## src/tts_pkg.sv

```systemverilog
// ----------------------------------------------------------------------------
// tts_pkg
// Shared constants, codes and types for the tick task scheduler.
// ----------------------------------------------------------------------------
package tts_pkg;

    // Table size and counter width
    localparam int MAX_TASKS  = 16;
    localparam int COUNT_BITS = 16;

    // Slot index width and used-slot count width
    localparam int IDX_W = (MAX_TASKS > 1) ? $clog2(MAX_TASKS) : 1;
    localparam int CNT_W = $clog2(MAX_TASKS + 1);
    // Common width for comparing a slot index with the slot count
    localparam int CMP_W = IDX_W + CNT_W;

    // Port field widths
    localparam int REQ_W    = 2;
    localparam int TMO_W    = 16;
    localparam int STATUS_W = 2;
    localparam int TIDX_W   = 4;
    localparam int TTOT_W   = 5;

    // Request codes
    localparam logic [REQ_W-1:0] REQ_TICK     = 2'd0;
    localparam logic [REQ_W-1:0] REQ_ADD      = 2'd1;
    localparam logic [REQ_W-1:0] REQ_DISPATCH = 2'd2;

    // Status codes
    localparam logic [STATUS_W-1:0] ST_DONE = 2'd0;
    localparam logic [STATUS_W-1:0] ST_FULL = 2'd1;
    localparam logic [STATUS_W-1:0] ST_NONE = 2'd2;

    localparam logic [COUNT_BITS-1:0] CNT_MAX = '1;

    // One task entry
    typedef struct packed {
        logic [COUNT_BITS-1:0] interval;
        logic [COUNT_BITS-1:0] remaining;
        logic [COUNT_BITS-1:0] pending;
    } entry_t;

    // Control from the sequencer to the update unit
    typedef struct packed {
        logic [REQ_W-1:0]      req;
        logic                  in_use;   // current slot below used count
        logic                  at_tail;  // current slot is the first free one
        logic                  found;    // dispatch already served
        logic [COUNT_BITS-1:0] tmo;
        logic                  periodic;
    } head_ctrl_t;

endpackage

```

## src/tts_cell.sv

```systemverilog
// ----------------------------------------------------------------------------
// tts_cell
// One storage cell of the task ring; loads its neighbor's entry on a shift.
// ----------------------------------------------------------------------------
module tts_cell (
    input  logic            aclk,
    input  logic            aresetn,
    input  logic            shift,
    input  tts_pkg::entry_t d,
    output tts_pkg::entry_t q
);

    tts_pkg::entry_t entry_reg;
    tts_pkg::entry_t entry_next;

    // hold or take neighbor
    always_comb begin
        entry_next = entry_reg;
        if (shift) begin
            entry_next = d;
        end
    end

    always_ff @(posedge aclk) begin
        if (!aresetn) begin
            entry_reg <= '0;
        end else begin
            entry_reg <= entry_next;
        end
    end

    assign q = entry_reg;

endmodule

```

## src/tts_head.sv

```systemverilog
// ----------------------------------------------------------------------------
// tts_head
// Update unit at the head of the ring: count-down, add and dispatch on the
// entry passing through.
// ----------------------------------------------------------------------------
module tts_head (
    input  tts_pkg::head_ctrl_t ctrl,
    input  tts_pkg::entry_t     entry_in,
    output tts_pkg::entry_t     entry_out,
    output logic                take
);

    logic [tts_pkg::COUNT_BITS-1:0] left;
    logic                           fire;

    // tick count-down
    always_comb begin
        left = entry_in.remaining;
        fire = 1'b0;
        if (entry_in.interval != '0) begin
            left = entry_in.remaining - 1'b1;
            if (left == '0) begin
                left = entry_in.interval;
                fire = 1'b1;
            end
        end else if (entry_in.remaining != '0) begin
            left = entry_in.remaining - 1'b1;
            fire = (left == '0);
        end
    end

    // per-request update
    always_comb begin
        entry_out = entry_in;
        take      = 1'b0;
        case (ctrl.req)
            tts_pkg::REQ_TICK: begin
                if (ctrl.in_use) begin
                    entry_out.remaining = left;
                    if (fire && entry_in.pending != tts_pkg::CNT_MAX) begin
                        entry_out.pending = entry_in.pending + 1'b1;
                    end
                end
            end
            tts_pkg::REQ_ADD: begin
                if (ctrl.at_tail) begin
                    entry_out.remaining = ctrl.tmo;
                    entry_out.pending   = '0;
                    entry_out.interval  = ctrl.periodic ? ctrl.tmo : '0;
                end
            end
            tts_pkg::REQ_DISPATCH: begin
                if (ctrl.in_use && !ctrl.found && entry_in.pending != '0) begin
                    entry_out.pending = entry_in.pending - 1'b1;
                    take              = 1'b1;
                end
            end
            default: begin
                entry_out = entry_in;
            end
        endcase
    end

endmodule

```

## src/tick_task_scheduler.sv

```systemverilog
// ----------------------------------------------------------------------------
// tick_task_scheduler
// Cooperative timer-tick task scheduler built as a rotating ring of cells.
// ----------------------------------------------------------------------------
// Usage:
//   s_ channel carries one request: tick, add task, or dispatch next ready
//   task. m_ channel returns one result per request: status, slot index and
//   the number of tasks in the table afterwards.
//   The task table sits in a ring of MAX_TASKS cells. Per request the ring
//   rotates once around; at each step the entry at the head goes through the
//   update unit and re-enters at the tail, so the table is back in place at
//   the end.
//   s_ready is low during the walk, so a new request is taken only after
//   the walk of the previous one has finished.
//   A new request is taken while the previous result still waits on m_.
//   If the receiver stalls, the walk holds on its last step until the
//   result register frees up; s_ready stays low meanwhile.
//   Reset (aresetn low, synchronous) empties the table and drops any result.
// ----------------------------------------------------------------------------
module tick_task_scheduler (
    input  logic                          aclk,
    input  logic                          aresetn,
    input  logic                          s_valid,
    output logic                          s_ready,
    input  logic [tts_pkg::REQ_W-1:0]     s_req_type,
    input  logic [tts_pkg::TMO_W-1:0]     s_timeout,
    input  logic                          s_periodic,
    output logic                          m_valid,
    input  logic                          m_ready,
    output logic [tts_pkg::STATUS_W-1:0]  m_status,
    output logic [tts_pkg::TIDX_W-1:0]    m_task_index,
    output logic [tts_pkg::TTOT_W-1:0]    m_task_total
);

    localparam int N = tts_pkg::MAX_TASKS;
    localparam logic [tts_pkg::IDX_W-1:0] LAST_K = tts_pkg::IDX_W'(N - 1);
    localparam logic [tts_pkg::CNT_W-1:0] FULL_N = tts_pkg::CNT_W'(N);

    // sequencer state
    logic                          busy_reg, busy_next;
    logic [tts_pkg::IDX_W-1:0]     k_reg, k_next;
    logic [tts_pkg::REQ_W-1:0]     req_reg, req_next;
    logic [tts_pkg::COUNT_BITS-1:0] tmo_reg, tmo_next;
    logic                          per_reg, per_next;
    logic [tts_pkg::CNT_W-1:0]     n_reg, n_next;
    logic                          found_reg, found_next;
    logic [tts_pkg::IDX_W-1:0]     idx_reg, idx_next;

    // result register
    logic                          m_valid_reg, m_valid_next;
    logic [tts_pkg::STATUS_W-1:0]  status_reg, status_next;
    logic [tts_pkg::TIDX_W-1:0]    tidx_reg, tidx_next;
    logic [tts_pkg::TTOT_W-1:0]    ttot_reg, ttot_next;

    logic                          accept;
    logic                          last;
    logic                          step;
    logic                          full;
    logic                          take;
    logic                          hit;
    logic [tts_pkg::IDX_W-1:0]     hit_idx;
    logic [tts_pkg::CMP_W-1:0]     k_cmp;
    logic [tts_pkg::CMP_W-1:0]     n_cmp;
    logic [tts_pkg::TMO_W+tts_pkg::COUNT_BITS-1:0] tmo_ext;
    logic [tts_pkg::IDX_W+tts_pkg::TIDX_W-1:0]     idx_ext;
    logic [tts_pkg::CNT_W+tts_pkg::TTOT_W-1:0]     tot_ext;

    tts_pkg::head_ctrl_t           ctrl;
    tts_pkg::entry_t               head_out;
    tts_pkg::entry_t               cell_q [N];
    tts_pkg::entry_t               cell_d [N];

    // handshake and walk control
    assign s_ready = !busy_reg;
    assign accept  = s_valid && s_ready;
    assign last    = (k_reg == LAST_K);
    assign step    = busy_reg && !(last && m_valid_reg && !m_ready);
    assign full    = (n_reg == FULL_N);

    // slot index vs used count
    assign k_cmp = {{tts_pkg::CNT_W{1'b0}}, k_reg};
    assign n_cmp = {{tts_pkg::IDX_W{1'b0}}, n_reg};

    assign ctrl.req      = req_reg;
    assign ctrl.in_use   = (k_cmp < n_cmp);
    assign ctrl.at_tail  = (k_cmp == n_cmp);
    assign ctrl.found    = found_reg;
    assign ctrl.tmo      = tmo_reg;
    assign ctrl.periodic = per_reg;

    tts_head u_head (
        .ctrl      (ctrl),
        .entry_in  (cell_q[0]),
        .entry_out (head_out),
        .take      (take)
    );

    // ring of cells: each loads from the next, the last from the head unit
    for (genvar i = 0; i < N; i++) begin : g_ring
        if (i == N - 1) begin : g_tail
            assign cell_d[i] = head_out;
        end else begin : g_mid
            assign cell_d[i] = cell_q[i+1];
        end
        tts_cell u_cell (
            .aclk    (aclk),
            .aresetn (aresetn),
            .shift   (step),
            .d       (cell_d[i]),
            .q       (cell_q[i])
        );
    end

    // dispatch hit including the current step
    assign hit     = found_reg || take;
    assign hit_idx = take ? k_reg : idx_reg;

    assign tmo_ext = {{tts_pkg::COUNT_BITS{1'b0}}, s_timeout};

    // sequencer and result formation
    always_comb begin
        busy_next    = busy_reg;
        k_next       = k_reg;
        req_next     = req_reg;
        tmo_next     = tmo_reg;
        per_next     = per_reg;
        n_next       = n_reg;
        found_next   = found_reg;
        idx_next     = idx_reg;
        m_valid_next = m_valid_reg;
        status_next  = status_reg;
        tidx_next    = tidx_reg;
        ttot_next    = ttot_reg;
        idx_ext      = '0;
        tot_ext      = '0;

        if (m_valid_reg && m_ready) begin
            m_valid_next = 1'b0;
        end

        if (accept) begin
            busy_next  = 1'b1;
            k_next     = '0;
            req_next   = s_req_type;
            tmo_next   = tmo_ext[tts_pkg::COUNT_BITS-1:0];
            per_next   = s_periodic;
            found_next = 1'b0;
            idx_next   = '0;
        end

        if (step) begin
            k_next     = k_reg + 1'b1;
            found_next = hit;
            idx_next   = hit_idx;
            if (last) begin
                busy_next    = 1'b0;
                k_next       = '0;
                m_valid_next = 1'b1;
                status_next  = tts_pkg::ST_DONE;
                idx_ext      = '0;
                case (req_reg)
                    tts_pkg::REQ_ADD: begin
                        if (full) begin
                            status_next = tts_pkg::ST_FULL;
                        end else begin
                            idx_ext = {{tts_pkg::TIDX_W{1'b0}},
                                       n_reg[tts_pkg::IDX_W-1:0]};
                            n_next  = n_reg + 1'b1;
                        end
                    end
                    tts_pkg::REQ_DISPATCH: begin
                        if (hit) begin
                            idx_ext = {{tts_pkg::TIDX_W{1'b0}}, hit_idx};
                        end else begin
                            status_next = tts_pkg::ST_NONE;
                        end
                    end
                    default: begin
                        idx_ext = '0;
                    end
                endcase
                tidx_next = idx_ext[tts_pkg::TIDX_W-1:0];
                tot_ext   = {{tts_pkg::TTOT_W{1'b0}}, n_next};
                ttot_next = tot_ext[tts_pkg::TTOT_W-1:0];
            end
        end
    end

    always_ff @(posedge aclk) begin
        if (!aresetn) begin
            busy_reg    <= 1'b0;
            k_reg       <= '0;
            n_reg       <= '0;
            found_reg   <= 1'b0;
            m_valid_reg <= 1'b0;
        end else begin
            busy_reg    <= busy_next;
            k_reg       <= k_next;
            n_reg       <= n_next;
            found_reg   <= found_next;
            m_valid_reg <= m_valid_next;
        end
    end

    always_ff @(posedge aclk) begin
        req_reg    <= req_next;
        tmo_reg    <= tmo_next;
        per_reg    <= per_next;
        idx_reg    <= idx_next;
        status_reg <= status_next;
        tidx_reg   <= tidx_next;
        ttot_reg   <= ttot_next;
    end

    assign m_valid      = m_valid_reg;
    assign m_status     = status_reg;
    assign m_task_index = tidx_reg;
    assign m_task_total = ttot_reg;

    // walk starts at slot zero after a request is taken
    assert property (@(posedge aclk) disable iff (!aresetn)
        accept |=> busy_reg && (k_reg == '0))
        else $error("walk did not start at slot zero");

    // used count never exceeds table size
    assert property (@(posedge aclk) disable iff (!aresetn)
        n_reg <= FULL_N)
        else $error("used slot count beyond table size");

    // the walk only pauses for a blocked result register
    assert property (@(posedge aclk) disable iff (!aresetn)
        busy_reg && !step |-> last && m_valid_reg)
        else $error("walk stalled without a blocked result");

    // finishing the walk presents a result and frees the input
    assert property (@(posedge aclk) disable iff (!aresetn)
        step && last |=> m_valid_reg && !busy_reg)
        else $error("result not presented at end of walk");

    // a dispatch is served at most once per walk
    assert property (@(posedge aclk) disable iff (!aresetn)
        busy_reg && found_reg |-> !take)
        else $error("dispatch took more than one run");

endmodule
```

## config.mk

```make
export PLATFORM = sky130hd
export DESIGN_NAME = tick_task_scheduler
export DESIGN_NICKNAME = d
export VERILOG_FILES = /design/src/tts_pkg.sv /design/src/tts_cell.sv /design/src/tts_head.sv /design/src/tick_task_scheduler.sv
export SDC_FILE = /design/constraint.sdc
export NUM_CORES = 2
export LEC_CHECK = 0
export ABC_AREA = 0
export BUFFER_PORTS_ARGS = -buffer_cell sky130_fd_sc_hd__buf_4
export CAP_MARGIN = 20
export CORE_UTILIZATION = 50
export DETAILED_ROUTE_END_ITERATION = 16
export PLACE_DENSITY = 0.68
export SYNTH_ARGS = -nofsm -noshare
export SYNTH_HDL_FRONTEND = slang
export SYNTH_HIERARCHICAL = 1
export SYNTH_SLANG_ARGS = --single-unit
```

## constraint.sdc

```tcl
create_clock -name aclk -period 2.9 [get_ports aclk]
set_clock_uncertainty 0.2 [all_clocks]
set_input_delay 0.29 -clock aclk [delete_from_list [all_inputs] [get_ports aclk]]
set_output_delay 0.29 -clock aclk [all_outputs]
set_load 0.005 [all_outputs]
```

### Yosys cells after proc, flatten, opt, wreduce, memory -nomap -nowiden

Index checks and enable logic that the tools add are counted.

| storage, ports and cells | value |
|---|---|
| flip-flop bits (word level) | 814 |
| bits in latches | 0 |
| memory bits (writable) | 0 |
| ROM bits | 0 |
| output and inout port bits | 13 |
| logic and storage cells | 129 |
| memories | 0 |

| operators by class | value |
|---|---|
| add/sub/neg operators | 5 |
| $mul | 0 |
| div/mod/pow operators | 0 |
| order comparisons | 1 |
| equal/unequal tests | 6 |
| shifts and indexed selects | 0 |
| muxes and demuxes | 37 |
| bitwise operators | 0 |
| reductions and logical operators | 20 |

Operator list:

| kind | number |
|---|---|
| 16-bit 2-to-1 mux | 7 |
| 48-bit 2-to-1 mux | 1 |
| 16-bit one-hot mux with 3 select lines | 1 |
| 16-bit nonzero test | 3 |
| 32-bit 2-to-1 mux | 1 |
| 16-bit one-hot mux with 2 select lines | 1 |
| 16-bit by 1-bit subtractor with 16-bit output, second input constant | 2 |
| 4-bit 2-to-1 mux | 7 |
| 16-bit by 1-bit adder with 16-bit output, second input constant | 1 |
| 16-bit zero test | 1 |
| 16-bit inequality test, second input constant | 1 |
| 1-bit 2-to-1 mux | 14 |
| 5-bit 2-to-1 mux | 2 |
| 1-bit logical AND | 8 |
| 4-bit one-hot mux with 2 select lines | 1 |
| 5-bit by 1-bit adder with 5-bit output, second input constant | 1 |
| 4-bit by 5-bit == test with 1-bit output | 1 |
| 5-bit == test, second input constant | 1 |
| 4-bit by 5-bit < comparator with 1-bit output | 1 |
| 4-bit by 1-bit adder with 4-bit output, second input constant | 1 |
| 4-bit == test, second input constant | 1 |
| 1-bit zero test | 4 |
| 2-bit one-hot mux with 2 select lines | 1 |
| 2-bit by 1-bit == test with 1-bit output, second input constant | 1 |
| other kinds (6) | 6 |

### Depth between registers and ports, before layout

| depth | value |
|---|---|
| depth after elaboration | 8 |
| depth in mapped cells | 16 |
| mapped depth without buffers | 14 |

### Modules after synthesis

The synthesis kept the hierarchy.

By module, submodules not included:

| module | times used | cells an instance | area an instance (µm²) | seq. area each (µm²) |
|---|---|---|---|---|
| tts_cell | 16 | 155 | 1845.5 | 960.9 |
| tts_head | 1 | 478 | 2839.0 | 0.0 |
| tick_task_scheduler | 1 | 173 | 2067.0 | 1261.2 |

### Worst setup path before layout

No wires, ideal clock.

| timing | value |
|---|---|
| kind | flip-flop to flip-flop |
| from | reg k_reg[2] (netlist name) |
| to | reg g_ring[15].u_cell.entry_reg, in the netlist g_ring[15].u_cell/q[12] |
| setup time | 0.116 ns |
| arrival | 2.913 ns |
| path slack | -0.329 ns |
| cell stages (with the launch flop) | 14 |
| period minus slack after synthesis | 3.229 ns |
| path through | dfxtp_1 > ha_1 > a21oi_1 > o22ai_1 > o21bai_1 > clkbuf_1 > nor2b_1 > o2111ai_1 > nor4_1 > nor3b_1 > a311o_1 > a311o_1 > mux2i_1 > nor2b_1 |

RTL lines:

| what | RTL line | source |
|---|---|---|
| from (decl) | tick_task_scheduler.sv:41 | `logic [tts_pkg::IDX_W-1:0] k_reg, k_next;` |
| from (signal assigned) | tick_task_scheduler.sv:198 | `k_reg <= k_next;` |
| to (signal assigned) | tts_cell.sv:28 | `entry_reg <= entry_next;` |
| to (decl) | tts_cell.sv:13 | `tts_pkg::entry_t entry_reg;` |

==> results.toml <==
[status]
outcome = "finished, final reports clean"

[power_and_ir_drop]
switching_power_mw = 5.26
vdd_drop_max_v = 0.000485
power.share.clock = 0.469
power_frac_seq = 0.475
swShare = 0.220
p_int_mw = 18.6
power.leakage_nw = 14.5
power_density_nw_per_um2 = 613
pwr-share-comb = 0.056

[place]
io_buffers = 35
dp_hpwl_um = 43200
place_congestion = 0.843
place_ws_ns = -0.00846
dpl.cell_count = 3972
dpl_cell_area_um2 = 35400

[timing]
holdWs_ns = 0.163
fin_ws_ns = 0.0651
setup_viol = 0
tightest_slew_ns = 0.664
grt_setup_unrepaired = "yes"
post-route-period-util = 0.978
drv_slew = 0
tns_ns = 0
clock.fmax_mhz = 353
period_minus_slack_ns = 2.83
relSlewSlack = 0.555
hold_viol = 0

[flow_run]
max-cap-violations = 0

[synth]
synth_cell_type_count = 77
syn_nets = 3169
netlist_area_um2 = 34400
synth_ff_type = "dfxtp_1"
synth_top_cells_by_count = "nor2b_1 (781), dfxtp_1 (780), mux2i_1 (775)"
ys_seq_elements = 814
async_flop_share = 0
synth_area_leaders = "dfxtp_1 (45%), mux2i_1 (23%), nor2b_1 (14%)"
synth_top_area_frac = 0.453
ys.warnings.count = 6
synthCells = 3131
synth_edf_count = 34
yosysMostFrequentCell = "nor2b_1"
ys_seq_area_frac = 0.483
postSynthAreaPerCell_um2 = 11.0
yosys.area.top_type = "dfxtp_1"

[critical_path]
critPathRequiredTime_ns = 3.22
path_max_fanout = 4
startpoint_type = "flop"
critPathCaptureType = "flop"
reg2reg_to = "g_ring[15].u_cell/q[12]$_SDFFE_PN0P_"
rr_startpoint = "n_reg[2]$_SDFFE_PN0P_"
rrSetupSlack_ns = 0.07
cp.arrival_ns = 3.16
crit_top_cell = "a311o_1"
slowest_delay_ns = 0.33
ff2ff_path_depth = 13
cp_top_family = "compound AO/OA/AOI/OAI gates"
worstSetupPathType = "reg -> reg"
slowest_stage = "dfxtp_2"
crit_chain = "inv_2 -> ha_4 -> a21oi_4 -> o22ai_2 -> o21bai_2 -> nor2b_4 -> o2111ai_2 -> nor4_1 -> nor3b_1 -> a311o_1 -> a311o_1 -> mux2i_1 -> nor2b_1"
critPathBufInv = 1

[drt]
drt-total-wl_um = 66300
dr.pass1.iters = 7
avgViaCountPerCell = 5.11
remaining_drc_errors = 0
drt_iter0_markers = 1193
wl_per_cell_um = 15.9
vias = 21300
final_antenna_net_count = 0

[cells_and_area]
final_area_um2 = 38900
stdcell_count = 4167
drive_gt1_frac = 0.125
largest_register_ffs = 768
seqCellArea_um2 = 16600
multi_input_area_um2 = 15900
layout.nets = 3264
fillers = 5671
area_delta_synth_final_pct = 13.0

[clocking]
htreeDepth = 3
cts_sinks = 814
clkTransAtPathRegs_ns = 0.06
cts_tree = "done"
cts_made_buffers = 86
cts_root_buf = "clkbuf_16"
cts_buffer_depth = 3
clock_latency_ns = 0.64

[floorplan]
core_um2 = 67600
die_h_um = 264
start_util = 0.509
die_area_um2 = 69900
num_rows = 95
die_w_um = 264
ios = 36

[grt]
grt_pass1_vias = 20800
antenna_found_initial = 1
grt_pass1_wl_um = 108000
grt.overflow.total = 0
track_usage = 0.187
grt_max_degree = 142

[min_path]
hold-path-endpoint = "tmo_reg[14]$_DFFE_PP_"
hold_class = "in -> reg"
hold_depth = 2
worstHoldStart = "s_timeout[14]"
==> worst max-delay path by stage <==
stage	depth (start not counted)	endpoint	startpoint
finish	13	g_ring[15].u_cell/q[12]$_SDFFE_PN0P_	n_reg[2]$_SDFFE_PN0P_
global route	13	g_ring[15].u_cell/q[12]$_SDFFE_PN0P_	n_reg[2]$_SDFFE_PN0P_
CTS	13	g_ring[15].u_cell/q[2]$_SDFFE_PN0P_	n_reg[3]$_SDFFE_PN0P_
detailed placement	15	g_ring[15].u_cell/q[3]$_SDFFE_PN0P_	n_reg[3]$_SDFFE_PN0P_
global placement	14	g_ring[15].u_cell/q[10]$_SDFFE_PN0P_	n_reg[3]$_SDFFE_PN0P_
floorplan	13	g_ring[15].u_cell/q[12]$_SDFFE_PN0P_	n_reg[1]$_SDFFE_PN0P_
==> power groups by stage <==
| stage | clock [mW] | combinational [mW] | sequential (mW) |
|---|---|---|---|
| final | 11.2 | 1.33 | 11.3 |
| after global routing | 12.0 | 1.42 | 11.3 |
| after CTS | 11.5 | 1.33 | 11.3 |
| after detailed placement | 0 | 1.30 | 11.6 |
| after global placement | 0 | 1.29 | 11.6 |
| after floorplan | 0 | 1.21 | 11.6 |
==> through the flow <==
step / util / power (mW)
floorplan: - / 12.8
global placement: 0.524 / 12.9
detailed placement: 0.524 / 12.9
CTS: 0.571 / 24.2
global route: 0.575 / 24.7
finish: 0.575 / 23.9
==> area by class of cell <==
| class | instances | area share |
|---|---|---|
| diodes | 1 | 0.0000643 |
| clock buffers | 121 | 0.0649 |
| clock inverters | 34 | 0.0114 |
| inverters | 29 | 0.00299 |
| multi-input cells | 2061 | 0.410 |
| flip-flops and latches | 814 | 0.428 |
| well taps | 873 | 0.0281 |
| repair buffers | 234 | 0.0550 |
==> cell families (layout without fill, tap and decap cells) <==
family	Yosys count	count (layout)	share of synthesized area
DFF	814	814	0.483
adders and majority gates	15	15	0.00545
muxes	776	776	0.226
other	0	1	0
xor gates and xnor gates	16	16	0.00407
and+or+nand+nor	1060	1060	0.187
AOI/OAI and AO/OA	194	194	0.0358
buffers and inverters	256	418	0.0588
==> worst reg2reg max path, stage by stage (launching register included) <==
cell	delay, ns
dfxtp_2	0.33
inv_2	0.04
ha_4	0.23
a21oi_4	0.16
o22ai_2	0.11
o21bai_2	0.18
nor2b_4	0.23
o2111ai_2	0.14
nor4_1	0.30
nor3b_1	0.08
a311o_1	0.27
a311o_1	0.27
mux2i_1	0.13
nor2b_1	0.06
==> metal layers <==
| metal | vias up | wire, µm | track usage |
|---|---|---|---|
| li1 | 10900 | - | - |
| met3 | 100 | 2400 | 0.0318 |
| met2 | 312 | 29000 | 0.286 |
| met5 | - | 0 | 0 |
| met1 | 10000 | 33600 | 0.270 |
| met4 | 0 | 1370 | 0.0536 |
==> placed cells by master (no fill, tap or decap), types with 16 or more instances in the layout <==
cell	n
nand2_1	85
dfxtp_1	773
nand3_1	28
mux2i_1	775
a21oi_1	41
clkinv_2	16
o21ai_0	51
clkbuf_8	22
dlygate4sd3_1	22
buf_4	182
nor2_1	47
nor2b_1	779
clkbuf_16	87
buf_12	24
inv_1	26
edfxtp_1	34
==> what timing repair did <==
action | CTS | global route
endpoints found under the setup margin | 5 | 38
cloned | 0 | 0
buffers inserted | 1 | 16
gates resized for setup | 2 | 39
hold buffers | 22 | 0
endpoints found under the hold margin | 119 | 0
pin swaps | 2 | 26
No activity file was read; power rests on OpenSTA's default activity.
